`src/sv/bsd_pkg.sv`:
```
// ----------------------------------------------------------------------------
// Byte-order-mark sniffing text decoder: shared types and functions
// Holds the decoder phase encoding, the state record, the result record and
// the per-byte decode function that the datapath applies up to three times.
// ----------------------------------------------------------------------------
package bsd_pkg;

  // Decoder phase. PH_ERR is UTF-8 after a malformed sequence.
  typedef enum logic [2:0] {
    PH_SNIFF,
    PH_SINGLE,
    PH_UTF8,
    PH_BE,
    PH_LE,
    PH_ERR
  } phase_e;

  // Reported encoding codes.
  localparam logic [1:0] ENC_SINGLE = 2'd0;
  localparam logic [1:0] ENC_UTF8   = 2'd1;
  localparam logic [1:0] ENC_BE     = 2'd2;
  localparam logic [1:0] ENC_LE     = 2'd3;

  // Byte-order-mark bytes.
  localparam logic [7:0] BOM16_FE  = 8'hFE;
  localparam logic [7:0] BOM16_FF  = 8'hFF;
  localparam logic [7:0] BOM8_B0   = 8'hEF;
  localparam logic [7:0] BOM8_B1   = 8'hBB;
  localparam logic [7:0] BOM8_B2   = 8'hBF;

  // Most results that one input byte can cause, and the count width.
  localparam int unsigned MaxResults = 3;
  localparam int unsigned ResCntW    = 2;

  // Decoder state carried from one byte to the next.
  typedef struct packed {
    phase_e      phase;
    logic [7:0]  held0;
    logic [7:0]  held1;
    logic [1:0]  held_count;
    logic [15:0] partial;
    logic [1:0]  seq_rem;
    logic        pend_vld;
    logic [7:0]  pend_byte;
    logic        stopped;
  } dec_state_t;

  localparam dec_state_t STATE_RESET = '{
    phase:      PH_SNIFF,
    held0:      8'h00,
    held1:      8'h00,
    held_count: 2'd0,
    partial:    16'h0000,
    seq_rem:    2'd0,
    pend_vld:   1'b0,
    pend_byte:  8'h00,
    stopped:    1'b0
  };

  // One result transaction.
  typedef struct packed {
    logic [15:0] code_unit;
    logic        decode_error;
    logic [1:0]  detected_encoding;
    logic        run_last;
  } result_t;

  // Outcome of decoding one byte.
  typedef struct packed {
    dec_state_t state;
    logic       emit;
    result_t    res;
  } step_t;

  // Build a result from the phase in force when it is emitted.
  function automatic result_t bsd_make_result(phase_e ph, logic [15:0] unit, logic last);
    result_t r;
    r.code_unit    = unit;
    r.decode_error = (ph == PH_ERR);
    case (ph)
      PH_SINGLE: r.detected_encoding = ENC_SINGLE;
      PH_BE:     r.detected_encoding = ENC_BE;
      PH_LE:     r.detected_encoding = ENC_LE;
      default:   r.detected_encoding = ENC_UTF8;
    endcase
    r.run_last = last;
    return r;
  endfunction

  // Decode one byte in the phase held by the state (not sniffing).
  function automatic step_t bsd_decode_byte(dec_state_t s_in, logic [7:0] b, logic last);
    dec_state_t  s;
    logic        emit;
    logic        err;
    logic [15:0] unit;
    step_t       r;
    s    = s_in;
    emit = 1'b0;
    err  = 1'b0;
    unit = 16'h0000;
    if (!s.stopped) begin
      case (s.phase)
        PH_SINGLE: begin
          emit = 1'b1;
          unit = {8'h00, b};
        end
        PH_BE, PH_LE: begin
          if (s.pend_vld) begin
            emit        = 1'b1;
            unit        = (s.phase == PH_BE) ? {s.pend_byte, b} : {b, s.pend_byte};
            s.pend_vld  = 1'b0;
            s.pend_byte = 8'h00;
          end else if (last) begin
            // Odd final byte is padded with a zero byte.
            emit = 1'b1;
            unit = (s.phase == PH_BE) ? {b, 8'h00} : {8'h00, b};
          end else begin
            s.pend_vld  = 1'b1;
            s.pend_byte = b;
          end
        end
        PH_UTF8: begin
          if (s.seq_rem == 2'd0) begin
            if (b == 8'h00) begin
              // A zero byte is emitted and stops decoding.
              s.stopped = 1'b1;
              emit      = 1'b1;
            end else if (!b[7]) begin
              emit = 1'b1;
              unit = {8'h00, b};
            end else if (b[7:5] == 3'b110) begin
              s.partial = {5'd0, b[4:0], 6'd0};
              s.seq_rem = 2'd1;
              err       = last;
            end else if (b[7:4] == 4'b1110) begin
              s.partial = {b[3:0], 12'd0};
              s.seq_rem = 2'd2;
              err       = last;
            end else begin
              err = 1'b1;
            end
          end else if (b[7:6] != 2'b10) begin
            err = 1'b1;
          end else begin
            if (s.seq_rem == 2'd2) begin
              s.partial = s.partial | {4'd0, b[5:0], 6'd0};
            end else begin
              s.partial = s.partial | {10'd0, b[5:0]};
            end
            s.seq_rem = s.seq_rem - 2'd1;
            if (s.seq_rem == 2'd0) begin
              emit      = 1'b1;
              unit      = s.partial;
              s.partial = 16'h0000;
            end else begin
              err = last;
            end
          end
        end
        default: ;
      endcase
    end
    // A malformed sequence emits one error result and stops decoding.
    if (err) begin
      s.phase   = PH_ERR;
      s.stopped = 1'b1;
      s.seq_rem = 2'd0;
      s.partial = 16'h0000;
      emit      = 1'b1;
      unit      = 16'h0000;
    end
    // The final byte always yields at least an end marker.
    if (last && !emit) begin
      emit = 1'b1;
      unit = 16'h0000;
    end
    r.state = s;
    r.emit  = emit;
    r.res   = bsd_make_result(s.phase, unit, last);
    return r;
  endfunction

endpackage

```
`src/sv/bsd_in_if.sv`:
```
// ----------------------------------------------------------------------------
// Byte input channel
// Valid/ready channel that carries one document byte per transaction.
// ----------------------------------------------------------------------------
interface bsd_in_if;
  logic       valid;
  logic       ready;
  logic [7:0] in_byte;
  logic       in_last;

  modport source (output valid, output in_byte, output in_last, input ready);
  modport sink (input valid, input in_byte, input in_last, output ready);
endinterface

```
`src/sv/bsd_out_if.sv`:
```
// ----------------------------------------------------------------------------
// Code unit output channel
// Valid/ready channel that carries one decoded code unit per transaction.
// ----------------------------------------------------------------------------
interface bsd_out_if;
  logic        valid;
  logic        ready;
  logic [15:0] code_unit;
  logic        decode_error;
  logic [1:0]  detected_encoding;
  logic        run_last;

  modport source (
    output valid, output code_unit, output decode_error,
    output detected_encoding, output run_last, input ready
  );
  modport sink (
    input valid, input code_unit, input decode_error,
    input detected_encoding, input run_last, output ready
  );
endinterface

```
`src/sv/bom_sniffing_text_decoder.sv`:
```
// ----------------------------------------------------------------------------
// Byte-order-mark sniffing text decoder
// Decodes a byte stream as UTF-8, UTF-16BE, UTF-16LE or single bytes into
// 16-bit code units, choosing the encoding from a leading mark.
// ----------------------------------------------------------------------------
// A byte is taken in every cycle in which the result buffer is empty, or holds
// one code unit that leaves in the same cycle; its results appear on the
// output in the next cycle. Most bytes give zero or one code unit, so a steady
// stream moves at one byte per clock. A byte ending a failed mark search
// replays up to two held bytes with itself and can give up to three code
// units; these leave one per cycle from the three-entry buffer while the
// output is ready, and the input waits until the last one is leaving. The
// default_utf8 register selects UTF-8 or single-byte decoding for documents
// without a mark and should only be written while no transaction is in flight.
module bom_sniffing_text_decoder (
  input  logic       clk_i,
  input  logic       rst_ni,
  input  logic       cfg_we_i,
  input  logic       cfg_wdata_i,
  bsd_in_if.sink     in_i,
  bsd_out_if.source  out_o
);
  import bsd_pkg::*;

  logic               default_utf8_q;
  dec_state_t         state_q;
  dec_state_t         state_d;
  result_t            buf_q [MaxResults];
  result_t            buf_d [MaxResults];
  result_t            dec_res [MaxResults];
  logic [ResCntW-1:0] dec_cnt;
  logic [ResCntW-1:0] cnt_q;
  logic [ResCntW-1:0] cnt_d;
  logic               accept;
  logic               take;

  // Configuration register.
  always_ff @(posedge clk_i or negedge rst_ni) begin
    if (!rst_ni) begin
      default_utf8_q <= 1'b0;
    end else if (cfg_we_i) begin
      default_utf8_q <= cfg_wdata_i;
    end
  end

  // Handshakes: accept while the buffer will be empty after this cycle.
  assign take        = out_o.valid && out_o.ready;
  assign in_i.ready  = (cnt_q == '0) || ((cnt_q == ResCntW'(1)) && out_o.ready);
  assign accept      = in_i.valid && in_i.ready;

  bsd_decode u_decode (
    .state_i        (state_q),
    .byte_i         (in_i.in_byte),
    .last_i         (in_i.in_last),
    .default_utf8_i (default_utf8_q),
    .state_o        (state_d),
    .res_o          (dec_res),
    .count_o        (dec_cnt)
  );

  // Decoder state register.
  always_ff @(posedge clk_i or negedge rst_ni) begin
    if (!rst_ni) begin
      state_q <= STATE_RESET;
    end else if (accept) begin
      state_q <= state_d;
    end
  end

  // Result buffer: load on a new transaction, otherwise shift on a take.
  always_comb begin
    buf_d = buf_q;
    cnt_d = cnt_q;
    if (accept) begin
      buf_d = dec_res;
      cnt_d = dec_cnt;
    end else if (take) begin
      buf_d[0] = buf_q[1];
      buf_d[1] = buf_q[2];
      cnt_d    = cnt_q - 1'b1;
    end
  end

  always_ff @(posedge clk_i or negedge rst_ni) begin
    if (!rst_ni) begin
      cnt_q <= '0;
    end else begin
      cnt_q <= cnt_d;
    end
  end

  always_ff @(posedge clk_i) begin
    buf_q <= buf_d;
  end

  // Output channel shows the head of the buffer.
  assign out_o.valid             = (cnt_q != '0);
  assign out_o.code_unit         = buf_q[0].code_unit;
  assign out_o.decode_error      = buf_q[0].decode_error;
  assign out_o.detected_encoding = buf_q[0].detected_encoding;
  assign out_o.run_last          = buf_q[0].run_last;

endmodule

```
`src/sv/bsd_decode.sv`:
```
// ----------------------------------------------------------------------------
// Per-byte decode datapath
// Sniffs the byte-order mark, replays held bytes when there is none, decodes
// the byte and packs the resulting code units into a dense list.
// ----------------------------------------------------------------------------
module bsd_decode (
  input  bsd_pkg::dec_state_t state_i,
  input  logic [7:0]          byte_i,
  input  logic                last_i,
  input  logic                default_utf8_i,
  output bsd_pkg::dec_state_t state_o,
  output bsd_pkg::result_t    res_o [bsd_pkg::MaxResults],
  output logic [bsd_pkg::ResCntW-1:0] count_o
);
  import bsd_pkg::*;

  dec_state_t            st;
  step_t                 stp0;
  step_t                 stp1;
  step_t                 stp2;
  logic [MaxResults-1:0] rv;
  result_t               rr [MaxResults];
  logic [1:0]            c;
  logic [2:0]            cnew;
  logic [7:0]            h0;
  logic [7:0]            h1;
  logic                  hold;
  logic                  bom;
  phase_e                bom_phase;
  logic [ResCntW-1:0]    n;

  // Mark detection, replay and decode of one accepted byte.
  always_comb begin
    st        = state_i;
    rv        = '0;
    rr[0]     = '0;
    rr[1]     = '0;
    rr[2]     = '0;
    hold      = 1'b0;
    bom       = 1'b0;
    bom_phase = PH_UTF8;
    c         = (state_i.held_count > 2'd2) ? 2'd2 : state_i.held_count;
    cnew      = {1'b0, c} + 3'd1;
    h0        = (c == 2'd0) ? byte_i : state_i.held0;
    h1        = (c == 2'd1) ? byte_i : state_i.held1;
    stp0      = '0;
    stp1      = '0;
    stp2      = '0;
    if (state_i.phase == PH_SNIFF) begin
      case (c)
        2'd0: begin
          if (!last_i && (byte_i == BOM16_FE || byte_i == BOM16_FF || byte_i == BOM8_B0)) begin
            hold = 1'b1;
          end
        end
        2'd1: begin
          if ((h0 == BOM16_FE && byte_i == BOM16_FF) ||
              (h0 == BOM16_FF && byte_i == BOM16_FE)) begin
            bom       = 1'b1;
            bom_phase = (h0 == BOM16_FE) ? PH_BE : PH_LE;
          end else if (!last_i && h0 == BOM8_B0 && byte_i == BOM8_B1) begin
            hold = 1'b1;
          end
        end
        default: begin
          if (h0 == BOM8_B0 && h1 == BOM8_B1 && byte_i == BOM8_B2) begin
            bom       = 1'b1;
            bom_phase = PH_UTF8;
          end
        end
      endcase
      st.held0 = h0;
      st.held1 = h1;
      if (hold) begin
        st.held_count = cnew[1:0];
      end else if (bom) begin
        // The mark itself produces nothing unless it ends the document.
        st.phase      = bom_phase;
        st.held_count = 2'd0;
        if (last_i) begin
          rv[0] = 1'b1;
          rr[0] = bsd_make_result(bom_phase, 16'h0000, 1'b1);
        end
      end else begin
        // No mark: replay the held bytes and this one in the default mode.
        st.phase      = default_utf8_i ? PH_UTF8 : PH_SINGLE;
        st.held_count = 2'd0;
        stp0  = bsd_decode_byte(st, h0, last_i && (cnew == 3'd1));
        st    = stp0.state;
        rv[0] = stp0.emit;
        rr[0] = stp0.res;
        if (cnew >= 3'd2) begin
          stp1  = bsd_decode_byte(st, h1, last_i && (cnew == 3'd2));
          st    = stp1.state;
          rv[1] = stp1.emit;
          rr[1] = stp1.res;
        end
        if (cnew == 3'd3) begin
          stp2  = bsd_decode_byte(st, byte_i, last_i);
          st    = stp2.state;
          rv[2] = stp2.emit;
          rr[2] = stp2.res;
        end
      end
    end else begin
      stp0  = bsd_decode_byte(state_i, byte_i, last_i);
      st    = stp0.state;
      rv[0] = stp0.emit;
      rr[0] = stp0.res;
    end
    // The final byte returns the decoder to its reset state.
    if (last_i) begin
      st = STATE_RESET;
    end
  end

  assign state_o = st;

  // Pack the emitted results to the front of the list.
  always_comb begin
    n        = '0;
    res_o[0] = '0;
    res_o[1] = '0;
    res_o[2] = '0;
    for (int unsigned i = 0; i < MaxResults; i++) begin
      if (rv[i]) begin
        res_o[n] = rr[i];
        n        = n + 1'b1;
      end
    end
  end

  assign count_o = n;

endmodule
```
`src/flat_wrapper.sv`:
```
// flat-port wrapper written by rule: the top's interface ports become plain ports
module bom_sniffing_text_decoder_flat import bsd_pkg::*;
  (clk_i, rst_ni, cfg_we_i, cfg_wdata_i, in_i_valid, in_i_in_byte, in_i_in_last, in_i_ready, out_o_valid, out_o_code_unit, out_o_decode_error, out_o_detected_encoding, out_o_run_last, out_o_ready);
  bsd_in_if in_i_i ();
  bsd_out_if out_o_i ();
  input  logic clk_i;
  input  logic rst_ni;
  input  logic cfg_we_i;
  input  logic cfg_wdata_i;
  input wire logic [$bits(in_i_i.valid)-1:0] in_i_valid;
  input wire logic [$bits(in_i_i.in_byte)-1:0] in_i_in_byte;
  input wire logic [$bits(in_i_i.in_last)-1:0] in_i_in_last;
  output wire logic [$bits(in_i_i.ready)-1:0] in_i_ready;
  output wire logic [$bits(out_o_i.valid)-1:0] out_o_valid;
  output wire logic [$bits(out_o_i.code_unit)-1:0] out_o_code_unit;
  output wire logic [$bits(out_o_i.decode_error)-1:0] out_o_decode_error;
  output wire logic [$bits(out_o_i.detected_encoding)-1:0] out_o_detected_encoding;
  output wire logic [$bits(out_o_i.run_last)-1:0] out_o_run_last;
  input wire logic [$bits(out_o_i.ready)-1:0] out_o_ready;
  assign in_i_i.valid = in_i_valid;
  assign in_i_i.in_byte = in_i_in_byte;
  assign in_i_i.in_last = in_i_in_last;
  assign in_i_ready = in_i_i.ready;
  assign out_o_valid = out_o_i.valid;
  assign out_o_code_unit = out_o_i.code_unit;
  assign out_o_decode_error = out_o_i.decode_error;
  assign out_o_detected_encoding = out_o_i.detected_encoding;
  assign out_o_run_last = out_o_i.run_last;
  assign out_o_i.ready = out_o_ready;
  bom_sniffing_text_decoder u_core (.clk_i(clk_i), .rst_ni(rst_ni), .cfg_we_i(cfg_we_i), .cfg_wdata_i(cfg_wdata_i), .in_i(in_i_i), .out_o(out_o_i));
endmodule
```
`config.mk`:
```
export PLATFORM = sky130hd
export DESIGN_NAME = bom_sniffing_text_decoder_flat
export DESIGN_NICKNAME = d
export VERILOG_FILES = /design/src/sv/bsd_pkg.sv /design/src/sv/bsd_in_if.sv /design/src/sv/bsd_out_if.sv /design/src/sv/bom_sniffing_text_decoder.sv /design/src/sv/bsd_decode.sv /design/src/flat_wrapper.sv
export SDC_FILE = /design/constraint.sdc
export NUM_CORES = 1
export LEC_CHECK = 0
export BUFFER_PORTS_ARGS = -buffer_cell sky130_fd_sc_hd__buf_2
export CELL_PAD_IN_SITES_DETAIL_PLACEMENT = 0
export CELL_PAD_IN_SITES_GLOBAL_PLACEMENT = 1
export CORE_MARGIN = 3
export CORE_UTILIZATION = 35
export DETAILED_ROUTE_END_ITERATION = 10
export PLACE_DENSITY = 0.63
export SLEW_MARGIN = 20
export SYNTH_ARGS = -nofsm -noshare
export SYNTH_HDL_FRONTEND = slang
export SYNTH_SLANG_ARGS = --single-unit
```
`constraint.sdc`:
```
create_clock -name clk_i -period 8.88 [get_ports clk_i]
set_input_delay 0.888 -clock clk_i [delete_from_list [all_inputs] [get_ports clk_i]]
set_output_delay 0.888 -clock clk_i [all_outputs]
set_load 0.005 [all_outputs]
```
# ---- Word level (Yosys, flattened, before mapping)
# Cells that the tools add are included.
dict set report totals {
  register_bits 112
  input_bits 15
  output_inout_bits 22
  wordCells 473
}
dict set report op_classes {
  addsub 7
  n_lt_le_gt_ge 6
  n_eq_ne 67
  n_mux 307
  n_bitwise 10
  reduce_logical 53
}
# operator n
set op_table {}
lappend op_table {{two-way mux 16 bit} 49}
lappend op_table {{two-way mux 18 bit} 35}
lappend op_table {{two-way mux 49 bit} 7}
lappend op_table {{two-way mux 28 bit} 9}
lappend op_table {{case mux 16 bit (3 select lines)} 4}
lappend op_table {{two-way mux 60 bit} 3}
lappend op_table {{two-way mux 40 bit} 4}
lappend op_table {{two-way mux 20 bit} 7}
lappend op_table {{two-way mux 1 bit} 122}
lappend op_table {{bitwise mux 60 bit} 2}
lappend op_table {{two-way mux 9 bit} 10}
lappend op_table {{demux 20 bit (select 2 bit)} 2}
lappend op_table {{equality test 8 bit, second input constant} 9}
lappend op_table {{two-way mux 3 bit} 22}
lappend op_table {{bitwise OR 16 x 12 -> 16 bit} 4}
lappend op_table {{bitwise OR 16 x 6 -> 16 bit} 4}
lappend op_table {{equality test 3 bit, second input constant} 15}
lappend op_table {{two-way mux 7 bit} 6}
lappend op_table {{equality test 3 x 2 -> 1 bit, second input constant} 12}
lappend op_table {{case mux 2 bit (3 select lines)} 5}
lappend op_table {{equality test 3 x 1 -> 1 bit, second input constant} 8}
lappend op_table {{logical NOT 8 bit} 3}
lappend op_table {{two-way mux 2 bit} 10}
lappend op_table {{two-way mux 19 bit} 1}
lappend op_table {{other kinds (35)} 97}

# ---- Depth between registers and ports, before layout
dict set report depth {
  ltp_word 73
  mapped_depth 28
  ltp_nobuf 24
}

# ---- Cells and area by module
# Synthesis repeated with hierarchy kept, for this count alone.
dict set report hier_totals {
  cells_unflattened 1375
  hier_area_um2 11462.2
}
# module instances cells_each area_per_inst_um2
set modules_own_cells {}
lappend modules_own_cells {bsd_decode 1 1129 6567.5}
lappend modules_own_cells {bom_sniffing_text_decoder 1 246 4894.7}

# ---- Worst setup path before layout
# Ideal clock, no wire load.
dict set report synth_path {
  kind {in2reg}
  startpoint {in in_i_in_byte[4]}
  endpoint {reg u_core.buf_q[34] in the netlist's numbering, data pin}
  setup_ps 261
  t_arrival_ps 6670
  required_time_ps 8619
  setup_slack_ps 1949
  cell_stages 26
  path_buffers 4
  cell_sequence {clkbuf_1 > a21oi_1 > a22o_1 > a221o_2 > nor2_1 > clkbuf_1 > nor3_1 > inv_1 > ha_1 > clkbuf_1 > o21ba_2 > a21boi_0 > nand3_1 > mux2i_1 > inv_1 > ha_1 > nor3b_1 > nand2_1 > nand2_1 > nor2_1 > a2111oi_1 > o211ai_1 > and2_1 > clkbuf_1 > a221oi_1 > nor2_1}
}
# element line
set synth_lines {}
lappend synth_lines {{from (decl)} flat_wrapper.sv:11} ;# input wire logic [$bits(in_i_i.in_byte)-1:0] in_i_in_byte;
lappend synth_lines {{to (signal assigned)} bom_sniffing_text_decoder.sv:93} ;# buf_q <= buf_d;
lappend synth_lines {{to (decl)} bom_sniffing_text_decoder.sv:28} ;# result_t buf_q [MaxResults];

==> impl_metrics.ini <==
[outcome]
status = finished clean

[synthesis]
synth_flop_cell = edfxtp_1
syn_avg_cell_area_um2 = 7.94
synth_area_leaders = edfxtp_1, dfrtp_1, a21oi_1
synth_top_area_cell = edfxtp_1
yosysSeqAreaShare_pct = 31.7
synth-seq-cells = 112
synth_cells = 1232
synth_top_area_share_pct = 18.4
syn_area_um2 = 9780
ys_warn_count = 0
syn_nets = 1263
synthTopCellsByCount = nand2_1, nor2_1, a21oi_1
async_flop_share_pct = 46.4
synth_edf_count = 60
ys_types = 92
synth.most_common_cell = nand2_1

[global_routing]
grt_max_degree = 57
track_usage_pct = 32.9
grt_pass1_vias = 10204
antenna_found_initial = 1
grt_pass1_wl_um = 73100
grt_overflow = 0

[clocking]
h-tree-depth = 3
cts-hold-fix-buffers = 0
numClockSinks = 112
cts_buffer_depth = 2
clock-root-buffer = clkbuf_16
clkTransAtPathRegs_ns = 0.08
clkLatencyLatePin_ns = 0.39
cts_inserted_buffers = 9
cts_tree = yes
cts_resized = 0
post_cts_buffers = 0

[finish]
nets = 1244
fin_util_pct = 38.9
stdcell_count = 1592
drive_gt1_share_pct = 10.6
areaGrowthSynthToFinish_pct = 8.11

[floorplan]
die_y_um = 173
rows = 60
start_util_pct = 36.0
core-area_um2 = 27200
dieArea_um2 = 30000
io_pins = 37
die-width_um = 173

[place]
place_congestion = 1.02
io_buffers = 36
placed_cells = 1574
dpl.hpwl_um = 38500

[setup_path]
rr_endpoint = u_core.buf_q[34]
r2r_slack_ns = 1.11
end_kind = flip-flop
crit_fanout = 17
r2r_cells = 26
start_kind = input pin
worst_ep_arrival_time_ns = 8.16
cp.required_ns = 9.01
crit_type = in2reg
slowest_stage = a2111oi_1
r2r_start = u_core.state_q[10]
crit_start = in_i_in_byte[7]
crit_end = u_core.buf_q[34]
max_stage_delay_ns = 0.60

[timing]
slew_headroom_pct = 23.3
maxSlewViolCount = 0
layout_min_cycle_time_ns = 8.03
skew_ns = 0.0170
hold_slack_ns = 0.523
setup_tns_ns = 0
hold_violations = 0
setup_viol = 0
max_freq_ghz = 0.125
rsz0062_at_grt = no
worst_pin_slew_ns = 1.15
fin_crit_sh_pct = 90.4

[detailed_routing]
drc_errors = 0
drtAntennaViolNets = 0
drt_iter0_markers = 1486
dr.pass1.iters = 6
wl_per_cell_um = 31.8
num_vias = 10764
via_per_inst = 6.76
wl_um = 50600

[job]
maxCapViolCount = 0

[power]
vdd_ir_drop_max_uv = 106
power.leakage_nw = 3.76
powerDensity_nw_per_um2 = 313

[min_path]
hold_class = reg2reg
==> area by class of cell <==
cell class	instances	area, um^2
flip-flops and latches	112	3100
repair buffers	76	480
diodes	2	5.00
multi-input cells	987	6100
fillers	2921	16600
inverters	27	101
clock buffers	9	225
clock inverters	7	96.3
well taps	372	465
==> routing by layer <==
layer  part of all wire, %  track usage [%]  up-vias
met5                     0                0        -
met1                    43             46.5     5292
met4                   5.3             14.9        0
met2                    42             49.1      683
li1                      -                -     4667
met3                   9.1             5.53      122
==> worst min path at each step <==
| stage | startpoint | to | slack [ns] | cells past startpoint |
|---|---|---|---|---|
| after floorplan | u_core.state_q[32] | u_core.state_q[32] | 0.49 | 2 |
| after global placement | u_core.buf_q[2] | u_core.buf_q[22] | 0.50 | 1 |
| after detailed placement | u_core.buf_q[2] | u_core.buf_q[22] | 0.50 | 1 |
| after CTS | u_core.buf_q[2] | u_core.buf_q[22] | 0.52 | 1 |
| after global routing | u_core.buf_q[2] | u_core.buf_q[22] | 0.55 | 1 |
| final | u_core.buf_q[2] | u_core.buf_q[22] | 0.52 | 1 |
==> per-stage QoR <==
| stage | setup WS (ns) | instance area [um^2] | power, mW |
|---|---|---|---|
| final | 0.848 | 10600 | 3.31 |
| after global routing | 0.358 | 10600 | 3.45 |
| after CTS | 1.10 | 10600 | 3.25 |
| after detailed placement | 0.719 | 10200 | 2.78 |
| after global placement | 0.900 | 10200 | 2.80 |
| after floorplan | 1.95 | 9780 | 2.06 |
==> layout by cell type (no fill, tap or decap), types with 18 or more instances in the layout <==
cell	netlist	final
o22ai_1	21	21
buf_4	21	40
o211ai_1	24	24
or3_1	18	18
edfxtp_1	60	60
a21oi_1	103	103
o21a_1	18	18
nand3_1	23	23
nor2_1	126	126
and2_1	24	24
mux2i_1	18	18
nand2b_1	19	19
a22o_1	23	23
nand2_1	128	127
nor3_1	34	34
a22oi_1	29	29
buf_2	9	36
dfrtp_1	52	52
inv_1	25	24
o21ai_0	91	91
==> logic make-up after synthesis <==
kind of cell / synth area share (%)
buffers and inverters: 6.10
muxes: 2.92
adders and majority gates: 2.05
DFF: 31.7
and+or+nand+nor: 23.7
other: 0.0383
xor gates and xnor gates: 0.269
AOI/OAI and AO/OA: 33.2
==> critical path, delay by kind of cell <==
kind	cells	cell delay, ns
compound gates	7	2.55
fa+ha+maj	2	0.68
buf+inv	5	0.96
mux	2	0.59
simple gates	9	2.45
==> power by group <==
| group | leakage, nW | switching [mW] | internal (mW) |
|---|---|---|---|
| Clock | 0.154 | 0.236 | 0.229 |
| Combinational | 2.31 | 1.33 | 0.581 |
| Sequential | 1.29 | 0.165 | 0.765 |
| Total | 3.76 | 1.73 | 1.58 |
==> sequential cells by signal, indices dropped and copies added (netlist names) <==
register,flops
u_core.buf_q,40
u_core.cnt_q,2
u_core.default_utf8_q,1
u_core.out_o.code_unit,16
u_core.out_o.decode_error,1
u_core.out_o.detected_encoding,2
u_core.out_o.run_last,1
u_core.state_q,49
No activity file was read; power rests on OpenSTA's default activity.
